==> src/hdl/salru_pkg.sv <==
`default_nettype none
// ----------------------------------------------------------------------------
// salru_pkg
// Shared types and constants for the set-associative LRU cache tracker.
// ----------------------------------------------------------------------------
package salru_pkg;

  localparam int MAX_SETS  = 256;
  localparam int MAX_WAYS  = 8;
  localparam int SET_W     = $clog2(MAX_SETS);
  localparam int WAY_W     = $clog2(MAX_WAYS);
  localparam int TAG_W     = 64;
  localparam int AGE_W     = 32;
  localparam int CNT_W     = 32;
  localparam int CFG_IDX_W = 2;
  localparam int CFG_DAT_W = 6;

  // operation codes
  localparam logic [1:0] OP_LOAD   = 2'd0;
  localparam logic [1:0] OP_STORE  = 2'd1;
  localparam logic [1:0] OP_MODIFY = 2'd2;
  localparam logic [1:0] OP_NONE   = 2'd3;

  // configuration register indexes
  localparam logic [CFG_IDX_W-1:0] REG_SET_BITS   = 2'd0;
  localparam logic [CFG_IDX_W-1:0] REG_WAYS_USED  = 2'd1;
  localparam logic [CFG_IDX_W-1:0] REG_BLOCK_BITS = 2'd2;

  typedef struct packed {
    logic [1:0]  op;
    logic [63:0] addr;
  } in_item_t;

  typedef struct packed {
    logic             hit;
    logic             miss;
    logic             eviction;
    logic             last;
    logic [CNT_W-1:0] hits_total;
    logic [CNT_W-1:0] misses_total;
    logic [CNT_W-1:0] evictions_total;
  } out_item_t;

  // one set as stored in the memory
  typedef struct packed {
    logic [MAX_WAYS-1:0]             valid;
    logic [MAX_WAYS-1:0][TAG_W-1:0]  tag;
    logic [MAX_WAYS-1:0][AGE_W-1:0]  age;
  } set_row_t;

  typedef struct packed {
    logic hit;
    logic miss;
    logic eviction;
  } lookup_res_t;

endpackage
`default_nettype wire

==> src/hdl/salru_lookup.sv <==
`default_nettype none
// ----------------------------------------------------------------------------
// salru_lookup
// Hit check, victim choice and age update for one set row.
// ----------------------------------------------------------------------------
module salru_lookup (
  input  var salru_pkg::set_row_t          row_i,
  input  var logic [salru_pkg::TAG_W-1:0]  tag_i,
  input  var logic                         is_store_i,
  input  var logic [3:0]                   ways_i,    // already clamped 1..MAX_WAYS
  output salru_pkg::set_row_t              row_o,
  output salru_pkg::lookup_res_t           res_o
);
  import salru_pkg::*;

  logic [MAX_WAYS-1:0] in_use;
  logic [MAX_WAYS-1:0] hit_vec;
  logic                hit_fnd;
  logic [WAY_W-1:0]    hit_way;
  logic                inv_fnd;
  logic [WAY_W-1:0]    inv_way;
  logic [AGE_W-1:0]    inv_age;
  logic [WAY_W-1:0]    old_way;
  logic [AGE_W-1:0]    old_age;
  logic [WAY_W-1:0]    pick;

  always_comb begin
    hit_fnd = 1'b0;
    hit_way = '0;
    inv_fnd = 1'b0;
    inv_way = '0;
    inv_age = '0;
    old_way = '0;
    old_age = row_i.age[0];
    for (int i = 0; i < MAX_WAYS; i++) begin
      in_use[i]  = (i < int'(ways_i));
      hit_vec[i] = in_use[i] && row_i.valid[i] && (row_i.tag[i] == tag_i);
    end
    for (int i = 0; i < MAX_WAYS; i++) begin
      if (hit_vec[i] && !hit_fnd) begin
        hit_fnd = 1'b1;
        hit_way = WAY_W'(i);
      end
      // load: first invalid; store: oldest invalid, ties to lowest
      if (in_use[i] && !row_i.valid[i]) begin
        if (!inv_fnd || (is_store_i && row_i.age[i] > inv_age)) begin
          inv_fnd = 1'b1;
          inv_way = WAY_W'(i);
          inv_age = row_i.age[i];
        end
      end
      if (i > 0 && in_use[i] && row_i.age[i] > old_age) begin
        old_way = WAY_W'(i);
        old_age = row_i.age[i];
      end
    end

    if (hit_fnd)      pick = hit_way;
    else if (inv_fnd) pick = inv_way;
    else              pick = old_way;

    res_o.hit      = hit_fnd;
    res_o.miss     = !hit_fnd;
    res_o.eviction = !hit_fnd && !inv_fnd;

    row_o = row_i;
    if (!hit_fnd) begin
      row_o.valid[pick] = 1'b1;
      row_o.tag[pick]   = tag_i;
    end
    for (int j = 0; j < MAX_WAYS; j++) begin
      if (in_use[j]) begin
        if (WAY_W'(j) == pick)               row_o.age[j] = '0;
        else if (&row_i.age[j])              row_o.age[j] = row_i.age[j];
        else                                 row_o.age[j] = row_i.age[j] + 1'b1;
      end
    end
  end

endmodule
`default_nettype wire
==> config.mk <==
export PLATFORM = sky130hd
export DESIGN_NAME = salru_lookup
export DESIGN_NICKNAME = d
export VERILOG_FILES = /design/src/hdl/salru_pkg.sv /design/src/hdl/salru_lookup.sv
export SDC_FILE = /design/constraint.sdc
export NUM_CORES = 2
export LEC_CHECK = 0
export BUFFER_PORTS_ARGS = -buffer_cell sky130_fd_sc_hd__buf_2
export CORE_AREA = 3 3 626 628
export DETAILED_ROUTE_END_ITERATION = 7
export DIE_AREA = 0 0 629 631
export PLACE_DENSITY = 0.32
export SLEW_MARGIN = 20
export SYNTH_ARGS = -nofsm -noshare
export SYNTH_HDL_FRONTEND = slang
export SYNTH_SLANG_ARGS = --single-unit
==> constraint.sdc <==
create_clock -name vclk -period 23
set_clock_uncertainty 0.15 [all_clocks]
set_input_delay 0 -clock vclk [all_inputs]
set_output_delay 0 -clock vclk [all_outputs]
set_load 0.005 [all_outputs]
==> results.md <==
- Row Count: 228
- Most common cell after layout, fill and taps aside: buf_2
- Port Buffer Count: 1,624
- Die Wd: 629 µm
- GPL Wtd Cong: 1.03
- Core region area: 386,000 µm²
- RSZ-0062 raised after global routing: false
- Share of layout cells above drive strength 1: 33.1%
- Post-route setup slack: 1360 ps
- Number of post-CTS setup repair buffers: 0
- Post-synth cell types: 95
- CLK BUF: 0
- Ys Warns: 0
- Hold Path Origin: row_i[414]
- Starting density of the core: 9.54%
- DRT Pass-1 Iters: 8
- Worst slew pin tran: 1090 ps
- CTS Hold Bufs: 0
- # IOs: 1,624
- Drt wl/cell: 43.7 µm
- Crit-path leading delay family: compound AO/OA/AOI/OAI gates
- Setup crit start: ways_i[1]
- CTS-repair resized insts: 0
- Post-route setup TNS: 0 ps
- Pin count of the biggest net entering global routing: 66
- Die area: 397,000 µm²
- Most frequent cells in the layout: 1,607 x buf_2, 493 x nor2_1, 456 x ha_1, 406 x xnor2_1, 332 x nand4_1
- DR iter-0 viols: 6,073
- Storage cell area: 0 µm²
- Final Core Density: 13.6%
- DRT antenna net count: 0
- Fmax: 46.2 MHz
- Arr. time, crit path: 21,490 ps
- DR vias/cell: 4.37
- Detailed placement HPWL: 463,000 µm
- Grt total ovfl: 0
- Max Fanout on Critical Path: 41
- Worst Setup Path Type: input port to output pin
- Final setup viols: 0
- Final Cycle Share: 94.1%
- Slowest cell on the critical path: or4_2
- DRC Markers: 30
- Sequential area share after synthesis: 0%
- Post-layout min period: 21,640 ps
- Syn Nets: 6,426
- Mapped cell area: 36,800 µm²
- Failing checks: DRC
- Setup crit end kind: output pin
- Via count: 52,600
- Gr usage total: 25.1%
- FF+latch count: 0
- Hold Path End: row_o[414]
- Max cap viols: 0
- Vias in the first global route: 50,000
- Req. time, crit path: 22,850 ps
- Slew Limit Headroom: 27.1%
- Fin nets: 7,947
- Final hold viol count: 0
- Slowest stage delay, CP: 960 ps
- Area grow syn2layout: 43.0%
- CP most frequent cell: ha_1
- Synth Instances: 5,125
- WP buf/inv: 12
- Pins Over Slew Limit: 0
- Crit start category: input port
- Worst min path class: input port to output pin
- Status: finished with violations
- Syn Area/Cell: 7.18 µm²
- Hold path cells: 3
- Total wire length: 526,000 µm
- Global-route wire length before repair: 638,000 µm
- Die Ht: 631 µm
- Setup WS pre-CTS: 1110 ps
- Initial antenna violation count: 306
==> per-stage QoR <==
step	cells	cell area, µm²	hold slack, ps
global route	11900	52300	188
global placement	11800	52000	173
CTS	11800	52100	174
finish	12000	52700	170
floorplan	5125	36800	-62.6
detailed placement	11800	52100	172
==> synth_stat cells, drive strengths merged (12+ instances only) <==
| cell | count | area (µm²) |
|---|---|---|
| and2 | 19 | 121 |
| and4 | 40 | 350 |
| buf | 147 | 965 |
| a21o | 55 | 413 |
| nand4 | 332 | 2080 |
| and3 | 41 | 257 |
| mux2 | 549 | 6280 |
| o22ai | 17 | 106 |
| o2111ai | 26 | 228 |
| a221oi | 12 | 105 |
| a222oi | 33 | 330 |
| inv | 309 | 1160 |
| nand3 | 171 | 871 |
| a211oi | 28 | 215 |
| ha | 456 | 5710 |
| a21oi | 271 | 1360 |
| o211ai | 28 | 215 |
| clkbuf | 171 | 642 |
| nor2b | 59 | 369 |
| nor4 | 111 | 707 |
| nor2 | 500 | 1880 |
| a22oi | 13 | 103 |
| a31oi | 15 | 100 |
| or4 | 27 | 203 |
| o21ai | 121 | 621 |
| nand2b | 226 | 1410 |
| nand2 | 304 | 1140 |
| mux2i | 143 | 1430 |
| o21a | 43 | 323 |
| xnor2 | 406 | 3560 |
| nor4b | 13 | 120 |
| or3 | 13 | 81.3 |
| xor2 | 211 | 1850 |
| nor3 | 94 | 475 |
==> layer usage <==
layer  track usage [%]  wire (µm)  vias to the layer above
met5            0.0242        615                        -
met3              8.78      49800                      934
met4              15.4      37200                       92
met1              28.1     198000                    26200
li1                  -          -                    22000
met2              40.9     240000                     3426
==> worst max-delay path by stage <==
| stage | end | slack (ps) | cells past startpoint |
|---|---|---|---|
| floorplan | row_o[470] | 5800 | 78 |
| global placement | row_o[607] | 760 | 76 |
| detailed placement | row_o[450] | 1110 | 74 |
| CTS | row_o[450] | 1040 | 74 |
| global route | row_o[456] | 30 | 76 |
| finish | row_o[456] | 1360 | 73 |
==> logic make-up after synthesis <==
family	synth area share [%]
adders and majority gates	15.5
AOI/OAI and AO/OA	13.0
and+or+nand+nor	28.4
xor gates and xnor gates	14.7
buffers and inverters	7.51
muxes	20.9
==> layout make-up <==
cell class / instances / area (µm²)
fillers: 45300 / 333000
well taps: 5175 / 6470
repair buffers: 1837 / 10100
multi-input cells: 4498 / 34400
diodes: 219 / 548
inverters: 309 / 1160
